`src/hw/rtl/bcbs_pkg.sv`:
```
// types and constants shared by the bit cursor byte store modules
package bcbs_pkg;

    localparam int unsigned CURSOR_W = 11;
    localparam int unsigned OFF_W    = 3;
    localparam int unsigned BYTE_W   = 8;
    localparam int unsigned CMD_W    = 3;
    localparam int unsigned PAIR_W   = 2 * BYTE_W;

    localparam logic [OFF_W-1:0]  LAST_BIT     = 3'd7;
    localparam logic [PAIR_W-1:0] BYTE_MASK_HI = 16'hFF00;
    localparam logic [PAIR_W-1:0] BIT_MASK_HI  = 16'h8000;

    // command codes
    typedef enum logic [CMD_W-1:0] {
        CMD_READ_BIT   = 3'd0,
        CMD_READ_BYTE  = 3'd1,
        CMD_WRITE_BIT  = 3'd2,
        CMD_WRITE_BYTE = 3'd3,
        CMD_REWIND     = 3'd4
    } cmd_t;

    // decision taken for one item when it is accepted
    typedef struct packed {
        logic                ok;
        logic                access;
        logic                is_write;
        logic                is_byte;
        logic [OFF_W-1:0]    off;
        logic [CURSOR_W-1:0] cursor;
        logic [CURSOR_W-1:0] next_byte;
        logic [OFF_W-1:0]    next_bit;
    } acc_t;

    // write-back request from the merge logic
    typedef struct packed {
        logic              we_a;
        logic              we_b;
        logic [BYTE_W-1:0] new_a;
        logic [BYTE_W-1:0] new_b;
    } wb_t;

endpackage

```
`src/hw/rtl/bcbs_bank.sv`:
```
// one bank of the byte store: synchronous read, one write port
module bcbs_bank #(
    parameter int unsigned DEPTH = 512,
    parameter int unsigned ROW_W = 9
) (
    input  logic                       aclk,
    input  logic                       rd_en,
    input  logic [ROW_W-1:0]           rd_row,
    output logic [bcbs_pkg::BYTE_W-1:0] rd_data,
    input  logic                       wr_en,
    input  logic [ROW_W-1:0]           wr_row,
    input  logic [bcbs_pkg::BYTE_W-1:0] wr_data
);
    import bcbs_pkg::*;

    logic [BYTE_W-1:0] mem [DEPTH];
    logic [BYTE_W-1:0] rd_data_reg;

    // write port
    always_ff @(posedge aclk) begin
        if (wr_en) begin
            mem[wr_row] <= wr_data;
        end
    end

    // registered read, old data on a same-row write
    always_ff @(posedge aclk) begin
        if (rd_en) begin
            rd_data_reg <= mem[rd_row];
        end
    end

    assign rd_data = rd_data_reg;

endmodule

```
`config.mk`:
```
export PLATFORM = sky130hd
export DESIGN_NAME = bcbs_bank
export DESIGN_NICKNAME = d
export VERILOG_FILES = /design/src/hw/rtl/bcbs_pkg.sv /design/src/hw/rtl/bcbs_bank.sv
export SDC_FILE = /design/constraint.sdc
export NUM_CORES = 2
export LEC_CHECK = 0
export BUFFER_PORTS_ARGS = -buffer_cell sky130_fd_sc_hd__buf_2
export CORE_ASPECT_RATIO = 0.6
export CORE_UTILIZATION = 45
export CTS_BUF_LIST = sky130_fd_sc_hd__clkbuf_2
export CTS_CLUSTER_SIZE = 30
export DETAILED_ROUTE_END_ITERATION = 6
export GPL_ROUTABILITY_DRIVEN = 0
export PLACE_DENSITY = 0.69
export SLEW_MARGIN = 20
export SYNTH_ARGS = -nofsm -noshare
export SYNTH_HDL_FRONTEND = slang
export SYNTH_SLANG_ARGS = --single-unit
```
`constraint.sdc`:
```
create_clock -name aclk -period 2.5 [get_ports aclk]
set_input_delay 0.25 -clock aclk [delete_from_list [all_inputs] [get_ports aclk]]
set_output_delay 0.25 -clock aclk [all_outputs]
set_load 0.01 [all_outputs]
```
# After elaboration in Yosys (flattened, before gate mapping)
# Memories as Yosys holds them, arrays and structs flattened. A register that Yosys moved wholly into a read port is not among the register bits.
# Cells that the tools add are included.
[word_totals]
ff_bits = 0
latch_bits = 0
mem_bits_rw = 4096
mem_bits_ro = 0
output_inout_bits = 8
word_cells = 3
memories = 1
[classes]
addsub = 0
multipliers = 0
n_div = 0
n_lt_le_gt_ge = 0
n_eq_ne = 0
n_shift = 0
muxes = 2
n_bitwise = 0
n_reduce_logical = 0
[mem_list]
columns = ["name", "depth", "width", "read_ports", "rd_ports_with_merged_regs", "wr", "line", "source"]
rows = [
  ["mem", 512, 8, 1, 1, 1, "bcbs_bank.sv:16", "logic [BYTE_W-1:0] mem [DEPTH];"],
]
[ops]
columns = ["operator", "n"]
rows = [
  ["2-to-1 mux 1 bit", 2],
]

# Depth between registers and ports, before layout
[depth]
ltp_word = 2
depth_mapped = 12
depth_no_buf = 7

# Worst setup path before layout
# No wires, ideal clock.
[synth_timing]
path_kind = "input to register"
start = "input rd_row[0]"
end = "register rd_data_reg[0] (netlist: rd_data[0]) (read register of mem), data pin"
setup_ns = 0.257
t_arrival_ns = 2.104
path_slack_ns = 0.139
stages = 10
cell_sequence = "buf_4 > buf_12 > buf_12 > buf_2 > mux4_2 > o21ai_0 > nand3_1 > nand4_1 > o21ai_0 > o2111a_1"
[synth_lines]
columns = ["element", "line", "source"]
rows = [
  ["start, declared", "bcbs_bank.sv:8", "input logic [ROW_W-1:0] rd_row,"],
  ["end, declared", "bcbs_bank.sv:17", "logic [BYTE_W-1:0] rd_data_reg;"],
]

# Final worst setup path
[layout_timing]
start = "register rd_data_reg[0] (netlist: rd_data[0]) (read register of mem)"
end = "output rd_data[0] in the netlist's numbering"
[layout_lines]
columns = ["element", "line", "source"]
rows = [
  ["end, declared", "bcbs_bank.sv:9", "output logic [bcbs_pkg::BYTE_W-1:0] rd_data,"],
]
# No word-level cell between the ends.

==> impl_metrics.py <==
metrics = {
    "worst_setup_path": {
        "cp_num_buf_inv": 1,
        "critPathTopFamily": "flip-flops",
        "critical_path_arrival_ps": 2650,
        "cp_max_fo": 1,
        "crit_chain": "buf_2",
        "crit_type": "reg -> out",
        "max_stage_delay_ps": 530,
        "r2r_start": "mem[424][3]",
        "required_ps": 2250,
        "cp_slowest_cell": "edfxtp_1",
        "crit_path_start_kind": "flip-flop",
        "r2r_slack_ps": -170,
        "crit_path_end_kind": "output pin",
        "startpoint": "rd_data[0]",
    },
    "logic_synthesis": {
        "synth_edf_count": 4104,
        "yosysWarnings": 0,
        "syn_inst": 8030,
        "synth_ff_type": "edfxtp_1",
        "syn_area_per_cell_um2": 19.9,
        "ys_seq_area_frac": 0.770,
        "ys_types": 50,
        "ys_seq_elements": 4104,
        "netlist_area_mm2": 0.160,
        "synthTopCellsByArea": "edfxtp_1 77%, mux4_2 9.2%, mux2i_1 5.0%, o221ai_1 2.0%, nor2_1 1.4%",
        "yosys-top-cells-count": "4104 x edfxtp_1, 797 x mux2i_1, 654 x mux4_2",
        "syn-num-nets": 8059,
        "synth.most_common_cell": "edfxtp_1",
        "async_flop_share": 0,
        "yosysTopAreaCell": "edfxtp_1",
        "synth_top_area_share": 0.770,
    },
    "pwr": {
        "irDropWorstVdd_mv": 0.361,
        "clock_power_share": 0.317,
        "p_int_mw": 92.3,
        "p_total_mw": 123,
        "power.density_mw_per_mm2": 665,
        "leakagePower_nw": 62.5,
        "seqPwrFrac": 0.615,
        "p_sw_frac": 0.250,
        "power_switching_mw": 30.8,
        "share_comb_of_total_power": 0.068,
    },
    "global_routing": {
        "grt_pass1_wl_um": 635000,
        "grt_pass1_vias": 89900,
        "overflow": 0,
        "antenna_found_initial": 29,
        "grt_use_total": 0.245,
        "grt_max_degree": 118,
    },
    "finish": {
        "largest_reg_flops": 4096,
        "utilization": 0.524,
        "drive_above_1_share": 0.334,
        "final_net_count": 9921,
        "area_delta_synth_final_pct": 15.7,
        "final_cells": 15200,
    },
    "clock_tree": {
        "cts_tree": "built",
        "cts_sinks": 4104,
        "clk_pin_slew_worst_paths_ps": 140,
        "cts_buffers": 834,
        "ctsRootBufferMaster": "clkbuf_2",
        "clk_latency_ps": 1920,
        "htree_num_levels": 6,
        "clockBufferDepth": 4,
    },
    "placement": {
        "dp_hpwl_um": 291000,
        "port_buffers": 36,
        "dp_cells": 13700,
    },
    "die": {
        "die_width_um": 772,
        "num_rows": 169,
        "die_h_um": 464,
        "io-pin-count": 37,
        "die-area_mm2": 0.358,
        "initial_core_util": 0.453,
        "placeableCoreArea_mm2": 0.354,
    },
    "route": {
        "wl_per_cell_um": 29.5,
        "drtIter0Drc": 14200,
        "num_vias": 91400,
        "dr.pass1.iters": 6,
        "drc_errors": 0,
        "wirelength_um": 447000,
        "vias_per_cell": 6.03,
        "ant_nets": 0,
    },
    "sta": {
        "skew_ps": 135,
        "fin_crit_ps": 2900,
        "drv_slew": 0,
        "max_clock_freq_mhz": 345,
        "final-hold-violation-count": 0,
        "setup_ws_ps": -400,
        "period_share": 1.16,
        "hold_ws_ps": 249,
        "tightest_slew_ps": 948,
        "setup_viol_count_final": 30,
        "rsz0062_at_grt": "true",
        "max_slew_margin": 0.366,
    },
    "run_status": {
        "failed_checks": "setup timing",
        "outcome": "complete, but fails checks",
    },
    "min_path": {
        "hold_class": "in -> reg",
        "hp-start": "wr_en",
    },
    "flow_run": {
        "max_cap_violations": 0,
    },
}
-- path summary, 6_finish.rpt --
check,endpoint,depth (start not counted)
setup / recovery,rd_data[0],1
setup reg to reg,rd_data[3],8
hold / removal,mem[161][6],6
hold reg to reg,rd_data[4],4
-- power groups by stage --
stage / clock network [mW] / registers, mW / logic (mW)
finish: 39.0 / 75.7 / 8.38
global placement: 0 / 77.3 / 7.76
CTS: 39.6 / 75.7 / 8.12
detailed placement: 0 / 77.3 / 7.91
global route: 42.8 / 75.7 / 8.66
floorplan: 0 / 77.3 / 3.61
-- cells by family after synthesis --
| family | count (synthesis) | synth area share |
|---|---|---|
| DFF | 4104 | 0.770 |
| muxes | 1451 | 0.142 |
| and+or+nand+nor | 980 | 0.0263 |
| AOI/OAI and AO/OA | 979 | 0.0431 |
| buffers and inverters | 516 | 0.0185 |
-- timing repair --
action / in CTS / in global routing
hold buffers: 88 / 5
resized for setup: 61 / 69
endpoints found under the setup margin: 15 / 296
buffers inserted: 1 / 4
hold endpoints to repair: 8208 / 120
pin swaps: 17 / 24
-- layout make-up --
type	instances	area [µm²]
fillers	27500	168000
flip-flops and latches	4104	123000
multi-input cells	3410	34700
repair buffers	1539	14200
clock buffers	1190	5960
well taps	4702	5880
clock inverters	200	1090
diodes	14	35.0
inverters	3	18.8
-- per-layer routing --
layer,global-route usage,vias up,part of all wire,wire length [µm]
met4,0.0582,16,0.021,9450
li1,-,37500,-,-
met2,0.321,6644,0.40,180000
met3,0.102,698,0.17,74600
met5,0,-,0.00040,179
met1,0.377,46500,0.41,182000
-- cells in the final DEF (no fill, tap or decap), types with 141 or more instances in the layout --
cell,count
a21oi_1,180
buf_12,173
o221ai_1,346
clkbuf_2,1190
o22ai_1,154
edfxtp_1,4104
buf_4,1237
mux2i_1,794
clkinv_1,141
nor2_1,594
mux4_2,654
-- through the flow --
stage          setup WS (ps)  area [µm²]  setup TNS, ps
2_1_floorplan            139      160000              0
3_3_place_gp           -1700      176000         -23260
3_5_place_dp           -1750      176000         -16480
4_1_cts                 -629      185000         -15640
5_1_grt                 -506      185000          -4400
6_report                -400      185000          -3920
Note: power is estimated with default switching activity, not from simulation.
