--- src/hw/rtl/bcbs_pkg.sv ---
// types and constants shared by the bit cursor byte store modules
package bcbs_pkg;

    localparam int unsigned CURSOR_W = 11;
    localparam int unsigned OFF_W    = 3;
    localparam int unsigned BYTE_W   = 8;
    localparam int unsigned CMD_W    = 3;
    localparam int unsigned PAIR_W   = 2 * BYTE_W;

    localparam logic [OFF_W-1:0]  LAST_BIT     = 3'd7;
    localparam logic [PAIR_W-1:0] BYTE_MASK_HI = 16'hFF00;
    localparam logic [PAIR_W-1:0] BIT_MASK_HI  = 16'h8000;

    // command codes
    typedef enum logic [CMD_W-1:0] {
        CMD_READ_BIT   = 3'd0,
        CMD_READ_BYTE  = 3'd1,
        CMD_WRITE_BIT  = 3'd2,
        CMD_WRITE_BYTE = 3'd3,
        CMD_REWIND     = 3'd4
    } cmd_t;

    // decision taken for one item when it is accepted
    typedef struct packed {
        logic                ok;
        logic                access;
        logic                is_write;
        logic                is_byte;
        logic [OFF_W-1:0]    off;
        logic [CURSOR_W-1:0] cursor;
        logic [CURSOR_W-1:0] next_byte;
        logic [OFF_W-1:0]    next_bit;
    } acc_t;

    // write-back request from the merge logic
    typedef struct packed {
        logic              we_a;
        logic              we_b;
        logic [BYTE_W-1:0] new_a;
        logic [BYTE_W-1:0] new_b;
    } wb_t;

endpackage

--- src/hw/rtl/bcbs_cursor.sv ---
// stream length register, bit cursor and per-item access decision
module bcbs_cursor #(
    parameter int unsigned STORE_BYTES = 1024
) (
    input  logic                          aclk,
    input  logic                          aresetn,
    input  logic                          cfg_wr_en,
    input  logic [bcbs_pkg::CURSOR_W-1:0] cfg_wr_data,
    input  logic                          advance,
    input  logic [bcbs_pkg::CMD_W-1:0]    command,
    output bcbs_pkg::acc_t                acc
);
    import bcbs_pkg::*;

    logic [CURSOR_W-1:0] stream_length_reg;
    logic [CURSOR_W-1:0] byte_cursor_reg;
    logic [OFF_W-1:0]    bit_cursor_reg;
    logic [CURSOR_W-1:0] eff_len;
    logic [CURSOR_W:0]   cur_p1;
    logic                cur_in;
    logic                next_in;
    cmd_t                cmd;

    assign cmd = cmd_t'(command);

    // length in effect is capped by the store size
    always_comb begin
        if (32'(stream_length_reg) < STORE_BYTES) begin
            eff_len = stream_length_reg;
        end else begin
            eff_len = CURSOR_W'(STORE_BYTES);
        end
    end

    assign cur_p1  = {1'b0, byte_cursor_reg} + {{CURSOR_W{1'b0}}, 1'b1};
    assign cur_in  = byte_cursor_reg < eff_len;
    assign next_in = cur_p1 < {1'b0, eff_len};

    // decode the command against the cursor
    always_comb begin
        acc           = '0;
        acc.off       = bit_cursor_reg;
        acc.cursor    = byte_cursor_reg;
        acc.next_byte = byte_cursor_reg;
        acc.next_bit  = bit_cursor_reg;
        unique case (cmd)
            CMD_READ_BIT, CMD_WRITE_BIT: begin
                acc.is_write = (cmd == CMD_WRITE_BIT);
                if (cur_in) begin
                    acc.ok     = 1'b1;
                    acc.access = 1'b1;
                    if (bit_cursor_reg == LAST_BIT) begin
                        acc.next_bit  = '0;
                        acc.next_byte = cur_p1[CURSOR_W-1:0];
                    end else begin
                        acc.next_bit = bit_cursor_reg + 1'b1;
                    end
                end
            end
            CMD_READ_BYTE, CMD_WRITE_BYTE: begin
                acc.is_write = (cmd == CMD_WRITE_BYTE);
                acc.is_byte  = 1'b1;
                if ((bit_cursor_reg == '0) ? cur_in : next_in) begin
                    acc.ok        = 1'b1;
                    acc.access    = 1'b1;
                    acc.next_byte = cur_p1[CURSOR_W-1:0];
                end
            end
            CMD_REWIND: begin
                acc.ok        = 1'b1;
                acc.next_byte = '0;
                acc.next_bit  = '0;
            end
            default: begin
                acc.ok = 1'b0;
            end
        endcase
    end

    // cursor moves when an item is taken
    always_ff @(posedge aclk) begin
        if (!aresetn) begin
            byte_cursor_reg <= '0;
            bit_cursor_reg  <= '0;
        end else if (advance) begin
            byte_cursor_reg <= acc.next_byte;
            bit_cursor_reg  <= acc.next_bit;
        end
    end

    // stream length register
    always_ff @(posedge aclk) begin
        if (!aresetn) begin
            stream_length_reg <= '0;
        end else if (cfg_wr_en) begin
            stream_length_reg <= cfg_wr_data;
        end
    end

endmodule

--- config.mk ---
export PLATFORM = sky130hd
export DESIGN_NAME = bcbs_cursor
export DESIGN_NICKNAME = d
export VERILOG_FILES = /design/src/hw/rtl/bcbs_pkg.sv /design/src/hw/rtl/bcbs_cursor.sv
export SDC_FILE = /design/constraint.sdc
export NUM_CORES = 1
export LEC_CHECK = 0
export ABC_AREA = 1
export BUFFER_PORTS_ARGS = -buffer_cell sky130_fd_sc_hd__buf_2
export CORE_UTILIZATION = 51
export DETAILED_ROUTE_END_ITERATION = 8
export PLACE_DENSITY = 0.78
export SETUP_SLACK_MARGIN = 0.02
export SYNTH_ARGS = -nofsm -noshare
export SYNTH_HDL_FRONTEND = slang
export SYNTH_SLANG_ARGS = --single-unit
--- constraint.sdc ---
create_clock -name aclk -period 2.7 [get_ports aclk]
set_clock_uncertainty 0.2 [all_clocks]
set_input_delay 0.27 -clock aclk [delete_from_list [all_inputs] [get_ports aclk]]
set_output_delay 0.27 -clock aclk [all_outputs]
set_load 0.1 [all_outputs]
### Yosys cells after proc, flatten, opt, wreduce, memory -nomap -nowiden

Index checks and enable logic that the tools add are counted.
W data, S select, Z words.

| word-level totals | value |
|---|---|
| register bits | 25 |
| input port bits | 18 |
| output and inout bits | 32 |

| cells by class | value |
|---|---|
| add/sub/neg operators | 2 |
| order comparisons | 3 |
| equality and inequality tests | 5 |
| multiplexer cells | 13 |
| reductions and logical operators | 4 |

Operator list:

| cell | number |
|---|---|
| $mux W11 | 3 |
| $pmux W11 S3 | 1 |
| $mux W14 | 1 |
| $add A11 B1 Y12 const B | 1 |
| $lt A12 B11 Y1 | 1 |
| $lt A11 B11 Y1 | 1 |
| $lt A11 B11 Y1 const B | 1 |
| $eq A3 B2 Y1 const B | 2 |
| $eq A3 B3 Y1 const B | 2 |
| $logic_not A3 Y1 | 2 |
| $pmux W3 S2 | 1 |
| $mux W2 | 2 |
| $pmux W2 S2 | 1 |
| $reduce_or A2 Y1 | 2 |
| $add A3 B1 Y3 const B | 1 |
| $eq A3 B1 Y1 const B | 1 |
| $mux W3 | 1 |
| $pmux W1 S3 | 1 |
| $mux W1 | 2 |

### Logic depth before layout (Yosys ltp)

| depth | value |
|---|---|
| depth in word-level cells | 6 |
| mapped depth | 22 |
| depth with buffers taken out | 21 |

### Least setup slack after synthesis

Ideal clock, no wire load.

| timing path | value |
|---|---|
| kind | flip-flop to output port |
| from | register byte_cursor_reg[0] |
| to | output acc[3] in the netlist's numbering |
| arrival time | 3.740 ns |
| required time | 2.230 ns |
| slack | -1.510 ns |
| cell stages (with the launch flop) | 20 |
| path buffers | 1 |
| path through | dfxtp_1 > ha_1 > nand2_1 > inv_1 > nand2_1 > o21ai_0 > nand2_1 > inv_1 > ha_1 > nand3_1 > inv_1 > nand2_1 > nand2_1 > nor2_1 > nand2_4 > nand2_4 > buf_6 > nand2_1 > nand3_2 > nand3_1 |

RTL lines:

| item | RTL line | source |
|---|---|---|
| start, declared | bcbs_cursor.sv:16 | `logic [CURSOR_W-1:0] byte_cursor_reg;` |
| start signal, assigned | bcbs_cursor.sv:86 | `byte_cursor_reg <= acc.next_byte;` |
| end, declared | bcbs_cursor.sv:11 | `output bcbs_pkg::acc_t acc` |

==> flow_metrics.py <==
metrics = {
    "routing": {
        "postRouteAntennaNets": 0,
        "remaining_drc_errors": 0,
        "routedWlPerCell_um": 23.7,
        "viasPerCell": 6.81,
        "wl_mm": 13.9,
        "drtPass1Iterations": 6,
        "vias": 3979,
        "drtIter0Drc": 664,
    },
    "clocking": {
        "clkLatencyLatePin_ns": 0.29,
        "clockRootBuffer": "clkbuf_8",
        "cts_max_level": 1,
        "clk_path_buf_depth": 2,
        "cts_tree": "built",
        "numCtsBuffers": 3,
        "clk_pin_slew_worst_paths_ns": 0.11,
        "cts.sinks": 25,
    },
    "setup_path": {
        "critical_path_class": "reg2out",
        "critical-path-max-stage-delay_ns": 0.41,
        "end_kind": "output port",
        "crit_required_ns": 2.23,
        "worstPathArrival_ns": 3.11,
        "reg2regPathDepth": 22,
        "path_depth": 19,
        "startpoint_type": "flop",
        "path_buf_inv": 5,
        "cpMaxStageDelayCell": "dfxtp_4",
        "cp_max_fo": 6,
        "crit_chain": "nand2_4 -> nor2_4 -> buf_12 -> nand2_8 -> o21ai_4 -> nand2_2 -> inv_2 -> ha_4 -> nand3_4 -> inv_2 -> nand2_2 -> nand2_2 -> nor2_4 -> nand2_8 -> buf_12 -> nand3_2 -> nand3_2 -> nand3_4 -> buf_12",
        "cp_top_family": "simple AND/OR/NAND/NOR gates",
    },
    "finish": {
        "nNetsFinal": 560,
        "diodes": 0,
        "drive_gt1_share_pct": 49.9,
        "utilization_pct": 92.1,
        "syn_to_final_growth_pct": 72.6,
    },
    "floorplan": {
        "die_h_um": 72.5,
        "core.rowCount": 25,
        "core_area_um2": 4750,
        "die_width_um": 72.5,
        "pin_count": 50,
        "die_area_um2": 5260,
        "start_util_pct": 53.3,
    },
    "sta": {
        "final_hold_viol_count": 1,
        "worst-slew-pin-transition_ns": 0.591,
        "timing.final.crit_share_pct": 133,
        "holdWs_ns": -0.000981,
        "period_needed_ns": 3.58,
        "max-slew-margin-rel_pct": 60.4,
        "slew_violations": 0,
        "max_freq_mhz": 279,
        "fin_ws_ns": -0.880,
        "setup_violations": 28,
        "rsz0062_at_grt": "true",
    },
    "synthesis": {
        "synth_edf_count": 0,
        "ys_top_cells_by_count": "nand2_1, inv_1, nand3_1",
        "ys_seq_elements": 25,
        "synthCells": 409,
        "syn_avg_cell_area_um2": 6.20,
        "yosysMostFrequentCell": "nand2_1",
        "yosysTopAreaCell": "dfxtp_1",
        "ys_seq_area_share_pct": 19.7,
        "synth_cell_types": 29,
        "yosys_most_used_dff": "dfxtp_1",
        "yosysTopAreaCellShare_pct": 19.7,
        "syn_area_um2": 2540,
        "yosys_warnings": 0,
        "synth_nets": 451,
        "synth_area_leaders": "dfxtp_1, nand2_1, ha_1, inv_1, nand3_1",
        "postSynth.asyncResetShare_pct": 0,
    },
    "power": {
        "p_sw_share_pct": 55.1,
        "p_comb_share_pct": 71.2,
        "leakage_nw": 2.24,
        "finalPower_mw": 2.45,
        "power.switching_mw": 1.35,
        "p_per_area_nw_per_um2": 559,
        "seqPwrFrac_pct": 18.0,
        "ir_worst_vdd_mv": 0.443,
        "pwr-share-clk_pct": 10.9,
        "power.internal_mw": 1.10,
    },
    "run_status": {
        "violations": "negative hold slack, negative setup slack",
        "status": "complete, but fails checks",
    },
    "global_routing": {
        "track_usage_pct": 40.3,
        "gr-total-overflow": 0,
        "grt_max_degree": 18,
        "grt_pass1_wl_mm": 16.4,
        "grt_pass1_vias": 3452,
        "antenna_found_initial": 0,
    },
    "worst_hold_path": {
        "min_path_cells": 3,
        "min_path_type": "in2reg",
    },
    "flow_run": {
        "drv_cap": 0,
    },
    "place": {
        "gp_congestion": 0.918,
        "hpwl_mm": 6.09,
        "io_buffers": 49,
    },
}
[kinds of logic (layout without fill, tap and decap cells)]
group | count (synthesis) | in the layout | share of synthesized area (%)
simple gates | 233 | 234 | 45.7
xor+xnor | 3 | 3 | 1.04
buf+inv | 83 | 190 | 13.4
fa+ha+maj | 24 | 24 | 11.8
flops | 25 | 25 | 19.7
compound gates | 41 | 41 | 8.29
[power by group through the flow]
stage	sequential (mW)	combinational (mW)	clock (mW)
2_1_floorplan	0.558	0.805	0
3_3_place_gp	0.437	1.27	0
3_5_place_dp	0.439	1.30	0
4_1_cts	0.430	1.46	0.265
5_1_grt	0.440	1.80	0.273
6_report	0.439	1.74	0.266
[metrics by stage]
step                cell area (µm²)  worst slack [ns]  instances  TNS (ns)
detailed placement             3590            -0.206        547     -2.25
CTS                            4050            -0.446        576     -5.83
finish                         4380            -0.880        584    -16.68
floorplan                      2820            -0.255        409     -3.05
global route                   4380            -0.938        584    -18.18
global placement               3590            -0.108        547     -1.15
[area by class of cell]
class / count / area [µm²]
clock inverters: 1 / 8.76
repair buffers: 118 / 1070
clock buffers: 3 / 41.3
well taps: 67 / 83.8
inverters: 67 / 264
repair inverters: 1 / 8.76
fillers: 179 / 377
flip-flops and latches: 25 / 546
multi-input cells: 302 / 2360
[worst reg2reg max path: cells and delay by family (launching register included)]
family	cells	cell delay, ns
adders and majority gates	1	0.23
DFF	1	0.41
and+or+nand+nor	13	1.29
AOI/OAI and AO/OA	1	0.23
buffers and inverters	7	0.86
[layer usage]
metal | global-route usage [%] | wire length, µm | vias to the layer above
li1 | - | - | 1554
met1 | 46.2 | 4470 | 1758
met2 | 68.8 | 6000 | 468
met3 | 6.11 | 1930 | 199
met4 | 27.2 | 1460 | 0
met5 | 0 | 0 | -
[path summary, 6_finish.rpt]
check | start | endpoint | slack [ns]
max | byte_cursor_reg[4] | acc[7] | -0.88
min | cfg_wr_data[0] | stream_length_reg[0] | -0.001
max reg2reg | byte_cursor_reg[4] | byte_cursor_reg[8] | -0.55
min reg2reg | stream_length_reg[1] | stream_length_reg[1] | 0.34
[repair_timing]
action	4_1_cts	5_1_grt
setup endpoints to repair	22	27
pin swaps	25	32
buffers inserted	20	8
gates resized for setup	42	55
endpoints found under the hold margin	2	0
hold buffers	2	0
gates cloned	3	0
[layout by cell type (no fill, tap or decap), drive strengths merged]
master and n:
nand2 115, ha 24, nor3 4, a31oi 1, o21ai 19, dlygate4sd3 2, nand4 16, clkbuf 3
xor2 3, or2 1, dfxtp 25, clkinv 1, inv 68, buf 116, a21oi 21, nor2 32
nand3 66
Note: power is estimated with default switching activity, not from simulation.
