## src/hw/rtl/bcbs_pkg.sv

```systemverilog
// types and constants shared by the bit cursor byte store modules
package bcbs_pkg;

    localparam int unsigned CURSOR_W = 11;
    localparam int unsigned OFF_W    = 3;
    localparam int unsigned BYTE_W   = 8;
    localparam int unsigned CMD_W    = 3;
    localparam int unsigned PAIR_W   = 2 * BYTE_W;

    localparam logic [OFF_W-1:0]  LAST_BIT     = 3'd7;
    localparam logic [PAIR_W-1:0] BYTE_MASK_HI = 16'hFF00;
    localparam logic [PAIR_W-1:0] BIT_MASK_HI  = 16'h8000;

    // command codes
    typedef enum logic [CMD_W-1:0] {
        CMD_READ_BIT   = 3'd0,
        CMD_READ_BYTE  = 3'd1,
        CMD_WRITE_BIT  = 3'd2,
        CMD_WRITE_BYTE = 3'd3,
        CMD_REWIND     = 3'd4
    } cmd_t;

    // decision taken for one item when it is accepted
    typedef struct packed {
        logic                ok;
        logic                access;
        logic                is_write;
        logic                is_byte;
        logic [OFF_W-1:0]    off;
        logic [CURSOR_W-1:0] cursor;
        logic [CURSOR_W-1:0] next_byte;
        logic [OFF_W-1:0]    next_bit;
    } acc_t;

    // write-back request from the merge logic
    typedef struct packed {
        logic              we_a;
        logic              we_b;
        logic [BYTE_W-1:0] new_a;
        logic [BYTE_W-1:0] new_b;
    } wb_t;

endpackage

```

## src/hw/rtl/bcbs_merge.sv

```systemverilog
// read extraction and bit/byte merge over the two bytes under the cursor
module bcbs_merge (
    input  bcbs_pkg::acc_t              acc,
    input  logic [bcbs_pkg::BYTE_W-1:0] write_value,
    input  logic [bcbs_pkg::BYTE_W-1:0] byte_a,
    input  logic [bcbs_pkg::BYTE_W-1:0] byte_b,
    output logic [bcbs_pkg::BYTE_W-1:0] read_value,
    output bcbs_pkg::wb_t               wb
);
    import bcbs_pkg::*;

    logic [PAIR_W-1:0] pair;
    logic [PAIR_W-1:0] aligned;
    logic [PAIR_W-1:0] mask;
    logic [PAIR_W-1:0] data;
    logic [PAIR_W-1:0] merged;

    assign pair    = {byte_a, byte_b};
    assign aligned = pair << acc.off;

    // field covered by the access, MSB first from the cursor
    always_comb begin
        if (acc.is_byte) begin
            mask = BYTE_MASK_HI >> acc.off;
            data = {write_value, {BYTE_W{1'b0}}} >> acc.off;
        end else begin
            mask = BIT_MASK_HI >> acc.off;
            data = (write_value != '0) ? mask : '0;
        end
    end

    assign merged = (pair & ~mask) | data;

    // read value, zero for writes and failures
    always_comb begin
        if (!acc.access || acc.is_write) begin
            read_value = '0;
        end else if (acc.is_byte) begin
            read_value = aligned[PAIR_W-1:BYTE_W];
        end else begin
            read_value = {{(BYTE_W-1){1'b0}}, aligned[PAIR_W-1]};
        end
    end

    // second byte only touched by an unaligned byte write
    assign wb.we_a  = acc.access && acc.is_write;
    assign wb.we_b  = wb.we_a && acc.is_byte && (acc.off != '0);
    assign wb.new_a = merged[PAIR_W-1:BYTE_W];
    assign wb.new_b = merged[BYTE_W-1:0];

endmodule

```

## config.mk

```make
export PLATFORM = sky130hd
export DESIGN_NAME = bcbs_merge
export DESIGN_NICKNAME = d
export VERILOG_FILES = /design/src/hw/rtl/bcbs_pkg.sv /design/src/hw/rtl/bcbs_merge.sv
export SDC_FILE = /design/constraint.sdc
export NUM_CORES = 1
export LEC_CHECK = 0
export ABC_AREA = 1
export BUFFER_PORTS_ARGS = -buffer_cell sky130_fd_sc_hd__clkbuf_2
export CORE_MARGIN = 4
export CORE_UTILIZATION = 35
export DETAILED_ROUTE_END_ITERATION = 8
export PLACE_DENSITY = 0.69
export SETUP_SLACK_MARGIN = 0.2
export SLEW_MARGIN = 20
export SYNTH_ARGS = -nofsm -noshare
export SYNTH_HDL_FRONTEND = slang
export SYNTH_SLANG_ARGS = --single-unit
```

## constraint.sdc

```tcl
create_clock -name vclk -period 1.4
set_input_delay 0.28 -clock vclk [all_inputs]
set_output_delay 0.28 -clock vclk [all_outputs]
set_load 0.01 [all_outputs]
```

# After elaboration in Yosys (flattened, before gate mapping)
# Index checks and enable logic that the tools add are counted.
# totals
word_cells	19
in_bits	56
regBits	0
# classes
n_shift	4
bitwise_logic	3
n_reduce_logical	7
muxes	5
# ops
cell	count
16-bit 2-to-1 mux	3
16-bit by 3-bit >> shifter with 16-bit output, first input constant	2
16-bit bitwise AND	1
8-bit 2-to-1 mux	2
16-bit inverter	1
16-bit OR	1
16-bit by 3-bit << shifter with 16-bit output	1
16-bit by 3-bit >> shifter with 16-bit output	1
8-bit nonzero test	1
1-bit logical AND	3
3-bit nonzero test	1
1-bit logical NOT	1
1-bit logical OR	1

# Logic depth before layout (Yosys ltp)
# Gate-level depths: netlist (run 1).
# logic_depth
depth_word	5
depth_mapped	11

# Worst setup path after synthesis (run 1)
# OpenSTA, ideal clock, no wires.
# synth_timing
path_type	input -> output
from	input acc[25] (netlist bit)
to	output read_value[0] (netlist bit)
arrival_time_ns	1.096
setup_slack_ns	0.024
path_stages	9
path_cell_list	buf_6 -> inv_4 -> buf_6 -> nand2_1 -> nand3_1 -> nand3_1 -> nand2_1 -> nand2_1 -> a21oi_1
# synth_between
elab_chain_len	3
# synth_rtl
element	line_no	source
start: declaration	bcbs_merge.sv:3	input bcbs_pkg::acc_t acc,
16-bit by 3-bit << shifter with 16-bit output	bcbs_merge.sv:19	assign aligned = pair << acc.off;
8-bit 2-to-1 mux	bcbs_merge.sv:38	end else if (acc.is_byte) begin
8-bit 2-to-1 mux	bcbs_merge.sv:36	if (!acc.access || acc.is_write) begin
end: declaration	bcbs_merge.sv:7	output logic [bcbs_pkg::BYTE_W-1:0] read_value,
# Every way passes these cells.

==> results.md, run 1 <==
* Synth top area cells: nand2_1, nand3_1, nor2_1
* Post-synthesis adder-cell area fraction at 0%
* GPL Wtd Cong at 0.9175
* CP arrival at 1310 ps
* Chip width at 65.66 um
* Crit-path cells: clkbuf_16 -> buf_12 -> nand2_4 -> o21ai_4 -> o21ai_2 -> nand2_1 -> nand2_1 -> inv_1 -> o21ai_2 -> buf_2
* Post-DP HPWL at 3975 um
* Final min period at 1592 ps
* Final Hold Viols at 0
* Syn Area/Cell at 4.808 um^2
* Port buffer count at 54
* Share of cells above drive strength 1 at 70.20%
* Post-layout util at 85.56%
* Worst rel slew slack at 83.28%
* Hold Path Class: input port to output pin
* WL/cell at 17.97 um
* Die Area at 4311 um^2
* Fmax at 628.0 MHz
* Most numerous cell in the Yosys netlist: nand2_1
* Synth Net Count at 298
* Critical Path RT at 1120 ps
* Fillers at 176
* Most frequent cells after synthesis: nand2_1, nor2_1, nand3_1
* Maxcap violations at 0
* Worst IR Drop VDD at 0.2427 mV
* Crit end category: output pin
* Seq/Total Area, Yosys at 0%
* Slowest CP cell: buf_12
* First-pass GRT wire length at 9611 um
* CP Class: input port to output pin
* P per Cell Area at 350.3 nW/um^2
* # DRC at 0
* Pleak at 1.309 nW
* Clock buffer cells at 0
* RSZ-0062 raised after global routing: yes
* Worst Path Max Fanout at 6
* Pin count of the biggest net entering global routing at 12
* Yosys cell types at 28
* Failing checks: negative setup slack
* Gr ovfl total at 0
* Cell row count at 20
* Vias in the first global route at 2085
* Compound-cell area share of the yosys netlist at 20.97%
* Cell count after synthesis at 242
* Fin. max-slew vios at 0
* Synth-to-Final Area Change at 130.0%
* Status: finished with violations
* Hold buffers post-CTS at 0
* CP startpoint kind: input port
* # IOs at 82
* DRT iter0 DRCs at 264
* Final worst slack at -192.3 ps
* Via density at 5.906
* Hold-critical path depth at 0
* Core box area at 3128 um^2
* Initial Util at 37.20%
* Initial antenna violation count at 0
* Total power at 937.6 uW
* Synth top area share at 27.10%
* Seq cells at 0
* GRT Total Usage at 28.03%
* Synth warn at 0
* Simple-gate share of the synthesized area at 58.60%
* Via count at 2321
* Setup-failing EPs final at 23
* Layout Nets at 407
* Total area of sequential cells at 0 um^2
* Post-DRT Antenna Nets at 0
* Synth area leader: nand2_1
* XOR/XNOR Fraction of Synth Area at 0%
* Period Utilization, post-route at 113.7%
* Mux contribution to synthesized area at 0.8602%
* Main combinational cell family by area after synthesis: simple AND/OR/NAND/NOR gates
* Routed Wire Length at 7061 um
* Worst-Margin Slew at 249.6 ps
* Ant diodes at 0
* Synth Cell Area at 1164 um^2
* First-pass DRT Iterations at 5
* Crit-path max cell delay at 160 ps
* Die height at 65.66 um
-- worst max-delay path: cells and delay by family --
family	cells	cell delay (ps)
buffers and inverters	4	520
AND/OR/NAND/NOR	3	250
AO/OA/AOI/OAI	3	250
-- final timing paths --
path                  start    end  slack (ps)
setup / recovery    acc[25]  wb[7]        -190
hold / removal    byte_b[0]  wb[0]         560
-- area by class of cell --
cell class	count	area (um^2)	share of cell area [%]
inverters	28	140.1	5.236
multi-input cells	201	1419	53.02
well taps	44	55.05	2.057
repair buffers	119	1051	39.27
repair inverters	1	11.26	0.4208
-- where the power goes --
part,switching (mW),total [mW],internal [mW]
logic,0.505,0.938,0.432
clock network,0,0,0
registers,0,0,0
-- stage by stage --
stage / hold slack (ps) / cell area [um^2] / worst slack (ps) / instances / TNS (ps)
6_report: 560.0 / 2676 / -192.3 / 393 / -2438
5_1_grt: 560.1 / 2676 / -254.7 / 393 / -3466
4_1_cts: 560.1 / 2399 / -127.1 / 389 / -1263
3_5_place_dp: 560.1 / 1893 / -262.6 / 381 / -4407
3_3_place_gp: 560.1 / 1893 / -255.7 / 381 / -4050
2_1_floorplan: 651.8 / 1279 / 66.53 / 242 / 0
-- placed cells by master (no fill, tap or decap), types with 3 or more instances in the layout --
| master | n |
|---|---|
| nand2_1 | 57 |
| buf_4 | 42 |
| clkbuf_2 | 27 |
| nand2_2 | 21 |
| buf_2 | 18 |
| nand3_2 | 17 |
| buf_6 | 17 |
| o21ai_2 | 13 |
| nor2_2 | 13 |
| nor2_4 | 11 |
| inv_2 | 11 |
| nand3_1 | 10 |
| nor2_1 | 10 |
| inv_1 | 9 |
| nand2_4 | 7 |
| a21oi_2 | 7 |
| inv_4 | 5 |
| o21ai_4 | 5 |
| o211ai_1 | 5 |
| clkbuf_16 | 5 |
| buf_12 | 4 |
| o21a_1 | 3 |
| nor3_2 | 3 |
| o21ai_1 | 3 |
| buf_8 | 3 |
-- per-layer routing --
metal | GRT usage (%) | vias up | wire, um
li1 | - | 1006 | -
met1 | 34.76 | 1067 | 2620
met2 | 50.19 | 179 | 3308
met3 | 2.393 | 69 | 658
met4 | 9.067 | 0 | 474
met5 | 0 | - | 0
-- kinds of logic after synthesis --
| group | count (synthesis) |
|---|---|
| and+or+nand+nor | 158 |
| AOI/OAI and AO/OA | 42 |
| buffers and inverters | 41 |
| muxes | 1 |
-- repair_timing --
item,CTS,global route
endpoints found under the setup margin,24,24
buffers inserted,4,3
cloned,4,1
gates resized for setup,108,81
pin swaps,35,36
Note: power is estimated with default switching activity, not from simulation.
==> run 2, diff against run 1 <==
BUFFER_PORTS_ARGS = unset   (was -buffer_cell sky130_fd_sc_hd__clkbuf_2)
DONT_BUFFER_PORTS = 1   (was unset)
PLACE_DENSITY = unset   (was 0.69)
==> run 2 against run 1 <==
  * The run now ends clean
  * Worst setup slack gained 350 ps
  * Design area shrank 33%
  * Sequential share of layout area is the same
  * Routed wire length shrank 28%
  * Critical endpoint is now wb[6]
  * Highest routed layer unchanged
  * Non-clock buffer count shrank 97
  * Total power shrank 42%
==> results.md, run 2 (synthesized netlist as in run 1, its figures left out) <==
* Status: complete, no violations
* Post-DP HPWL at 3292 um (-17%)
* Post-DRT Antenna Nets at 0 (unchanged)
* DRT iter0 DRCs at 155 (-41%)
* Worst Path Max Fanout at 16 (+10)
* Via count at 1757 (-24%)
* Worst rel slew slack at 74.12% (-9.2 points)
* Final min period at 1244 ps (-348.3 ps)
* GRT Total Usage at 20.88% (-7.1 points)
* RSZ-0062 raised after global routing: yes
* Pre-CTS WS at -37.74 ps (+224.8 ps)
* Ant diodes at 0 (unchanged)
* Cell row count at 20 (unchanged)
* Seq cells at 0 (unchanged)
* Maxcap violations at 0 (unchanged)
* Pin count of the biggest net entering global routing at 36 (+24)
* Share of cells above drive strength 1 at 51.59% (-19 points)
* Routed Wire Length at 5083 um (-28%)
* Pleak at 0.7592 nW (-42%)
* Commonest non-fill, non-tap cells in the layout: nand2_1, nand2_2, buf_4
* # IOs at 82 (unchanged)
* Hold Path Class: input port to output pin
* Fmax at 803.9 MHz (+28%)
* Die Area at 4311 um^2 (unchanged)
* Fillers at 276 (+57%)
* CP Class: input port to output pin
* CP arrival at 960 ps (-350 ps)
* Crit end category: output pin
* P per Cell Area at 303.0 nW/um^2 (-14%)
* # DRC at 0 (unchanged)
* Total area of sequential cells at 0 um^2 (unchanged)
* Total power at 542.4 uW (-42%)
* Post-route cell area at 1790 um^2 (-33%)
* First-pass DRT Iterations at 5 (unchanged)
* Vias in the first global route at 1541 (-26%)
* CP startpoint kind: input port
* Clock buffer cells at 0 (unchanged)
* Post-layout util at 57.24% (-28 points)
* Initial antenna violation count at 0 (unchanged)
* GPL Wtd Cong at 0.9462 (+3.1%)
* Instance area after placement at 1257 um^2 (-34%)
* Core box area at 3128 um^2 (unchanged)
* Layout Nets at 310 (-24%)
* Hold slack at 560.0 ps (-0.01800 ps)
* Worst IR Drop VDD at 0.1554 mV (-36%)
* Worst-Margin Slew at 386.5 ps (+136.9 ps)
* Port buffer count at 0 (-100%)
* Final worst slack at 156.0 ps (+348.3 ps)
* Initial Util at 37.20% (unchanged)
* Setup-failing EPs final at 0 (-100%)
* WL/cell at 17.17 um (-4.4%)
* Period Utilization, post-route at 88.85% (-25 points)
* Leading cell type in the layout, fill and taps excluded: nand2_1
* Fin. max-slew vios at 0 (unchanged)
* Gr ovfl total at 0 (unchanged)
* Synth-to-Final Area Change at 53.87%
* Critical Path RT at 1120 ps (about the same)
* Final Hold Viols at 0 (unchanged)
* Die height at 65.66 um (unchanged)
* Via density at 5.936 (+0.51%)
* First-pass GRT wire length at 7293 um (-24%)
* Chip width at 65.66 um (unchanged)
## run 2: area by class of cell
cell class / count / area [um^2] / area share (%)
Timing Repair inverter: 1 / 16.27 / 0.9085
Multi-Input combinational cell: 201 / 1324 / 73.93
Timing Repair Buffer: 22 / 201.4 / 11.25
Inverter: 28 / 193.9 / 10.83
Tap cell: 44 / 55.05 / 3.075
## run 2: path summary, 6_finish.rpt
path	start	end	slack, ps	cells after the start
hold / removal	byte_b[0]	wb[0]	560	0
setup / recovery	acc[27]	wb[6]	160	6
## run 2: routing by layer
metal	track usage (%)	part of all wire, %	wire length (um)
met1	27.24	40	2016
met3	5.299	11	575
met2	33.67	46	2332
met4	5.699	3.1	159
met5	0	0	0
## run 2: critical path: stages
cell      delay, ps
inv_16           20
buf_4           140
nand2_4         100
inv_2            60
o21ai_1         160
o211ai_1        200
## run 2: repair_timing
item / in CTS / in global routing
pin swaps: 20 / 35
resized for setup: 58 / 63
cloned: 1 / 0
hold buffers: 0 / 0
setup buffers: 11 / 4
endpoints found under the setup margin: 19 / 19
## run 2: power breakdown
part | internal (mW) | leakage [nW] | switching [mW]
Sequential | 0 | 0 | 0
Combinational | 0.216 | 0.759 | 0.326
Clock | 0 | 0 | 0
Total | 0.216 | 0.759 | 0.326
## run 2: metrics by stage
step,setup TNS [ps],cells
4_1_cts,0,292
5_1_grt,0,296
6_report,0,296
3_3_place_gp,-41.34,280
2_1_floorplan,0,242
3_5_place_dp,-74.59,280
==> run 3, diff against run 2 <==
REMOVE_ABC_BUFFERS = 1   (was unset)
==> run 3 against run 2 <==
  * Routed wire length down 9.5%
  * Fmax down 9.2%
  * First-iteration DRC count up 7.7%
  * Design area down 16%
  * Non-clock buffer count down 2
  * Final cell count down 1.0%
  * Total power down 18%
  * Critical path depth unchanged
  * Critical endpoint unchanged
  * Largest power group unchanged
==> results.md, run 3 (synthesized netlist as in run 1, its figures left out) <==
* Status: complete, no violations
* Worst-Margin Slew at 378.5 ps (-8.055 ps)
* Final min period at 1370 ps (+125.9 ps)
* Period Utilization, post-route at 97.85% (+9.0 points)
* CP Class: input port to output pin
* Core box area at 3128 um^2 (unchanged)
* Commonest non-fill, non-tap cells in the layout: nand2_1, nand3_1, nor2_1
* Worst rel slew slack at 74.66% (+0.54 points)
* Final Hold Viols at 0 (unchanged)
* Non-Filler Instances at 293 (-1.0%)
* RSZ-0062 raised after global routing: yes
* Synth-to-Final Area Change at 28.71%
* Leading cell type in the layout, fill and taps excluded: nand2_1
* P per Cell Area at 297.1 nW/um^2 (-1.9%)
* Hold Path Class: input port to output pin
* Post-DP HPWL at 3277 um (-0.45%)
* Cell row count at 20 (unchanged)
* Crit end category: output pin
* Via count at 1639 (-6.7%)
* Post-DRT Antenna Nets at 0 (unchanged)
* Crit-path max cell delay at 340 ps (+140 ps)
* Worst path buffer plus inverter count at 3 (unchanged)
* Fmax at 730.0 MHz (-9.2%)
* CP arrival at 1090 ps (+130 ps)
* Die Area at 4311 um^2 (unchanged)
* Maxcap violations at 0 (unchanged)
* # DRC at 0 (unchanged)
* Slowest CP cell: o211ai_1
* Port buffer count at 0 (unchanged)
* WL/cell at 15.70 um (-8.6%)
* Initial antenna violation count at 0 (unchanged)
* Routed Wire Length at 4600 um (-9.5%)
* Share of cells above drive strength 1 at 35.74% (-16 points)
* Seq cells at 0 (unchanged)
* Worst Path Max Fanout at 17 (+1)
* # IOs at 82 (unchanged)
* DRT iter0 DRCs at 167 (+7.7%)
* Hold buffers post-CTS at 0 (unchanged)
* Clock buffer cells at 0 (unchanged)
* Initial Util at 37.20% (unchanged)
* Chip width at 65.66 um (unchanged)
* Fillers at 368 (+33%)
* Cell family with most CP delay: compound AO/OA/AOI/OAI gates
* Ant diodes at 0 (unchanged)
* TNS Setup at 0 ps (unchanged)
* First-pass GRT wire length at 6741 um (-7.6%)
* Gr ovfl total at 0 (unchanged)
* Setup-failing EPs final at 0 (unchanged)
* Pleak at 0.6784 nW (-11%)
* Pre-CTS WS at 28.80 ps (+66.55 ps)
* Layout Nets at 307 (-0.97%)
* Total area of sequential cells at 0 um^2 (unchanged)
* Critical Path RT at 1120 ps (about the same)
* Worst IR Drop VDD at 0.1237 mV (-20%)
* Vias in the first global route at 1449 (-6.0%)
* Pin count of the biggest net entering global routing at 35 (-2.8%)
* Crit-path cells: inv_12 -> buf_12 -> buf_8 -> nor2_4 -> nand2_1 -> o211ai_1
* Final worst slack at 30.14 ps (-125.9 ps)
* Die height at 65.66 um (unchanged)
* Fin. max-slew vios at 0 (unchanged)
* Via density at 5.594 (-5.8%)
* Instance area after placement at 1229 um^2 (-2.3%)
* First-pass DRT Iterations at 4 (-1)
* Post-route cell area at 1498 um^2 (-16%)
* Placed cell count at 288 (+2.9%)
* GRT Total Usage at 19.18% (-1.7 points)
* CP startpoint kind: input port
* GPL Wtd Cong at 0.9496 (+0.36%)
## run 3: through the flow
step / hold slack (ps) / power [mW] / util (%)
2_1_floorplan: 560.0 / 0.2642 / -
3_3_place_gp: 560.1 / 0.3544 / 39.28
3_5_place_dp: 560.1 / 0.3559 / 39.28
4_1_cts: 560.1 / 0.3953 / 43.32
5_1_grt: 560.1 / 0.4873 / 47.88
6_report: 560.0 / 0.4449 / 47.88
## run 3: metal layers
metal,wire length (um),global-route usage (%),up-vias
met5,0,0,-
met4,41,1.036,0
met3,499,3.077,5
met2,2269,32.67,84
met1,1790,26.32,741
li1,-,-,809
## run 3: cell type report
| cell class | count | area [um^2] | area share, % |
|---|---|---|---|
| inverters | 28 | 153.9 | 10.28 |
| multi-input cells | 201 | 1111 | 74.19 |
| well taps | 44 | 55.05 | 3.676 |
| repair buffers | 20 | 177.7 | 11.86 |
## run 3: timing repair
item                                    CTS  global route
endpoints found under the setup margin   21            21
buffers inserted                          2             3
pin swaps                                12            13
resized for setup                        44            38
## run 3: report_power, final
group	internal [mW]	total [mW]	switching (mW)
Sequential	0	0	0
Clock	0	0	0
Combinational	0.173	0.445	0.272
## run 3: path summary, 6_finish.rpt
kind | startpoint | endpoint | slack (ps) | depth (start not counted)
worst max-delay path | acc[26] | wb[6] | 30 | 6
worst min-delay path | byte_b[0] | wb[0] | 560 | 0
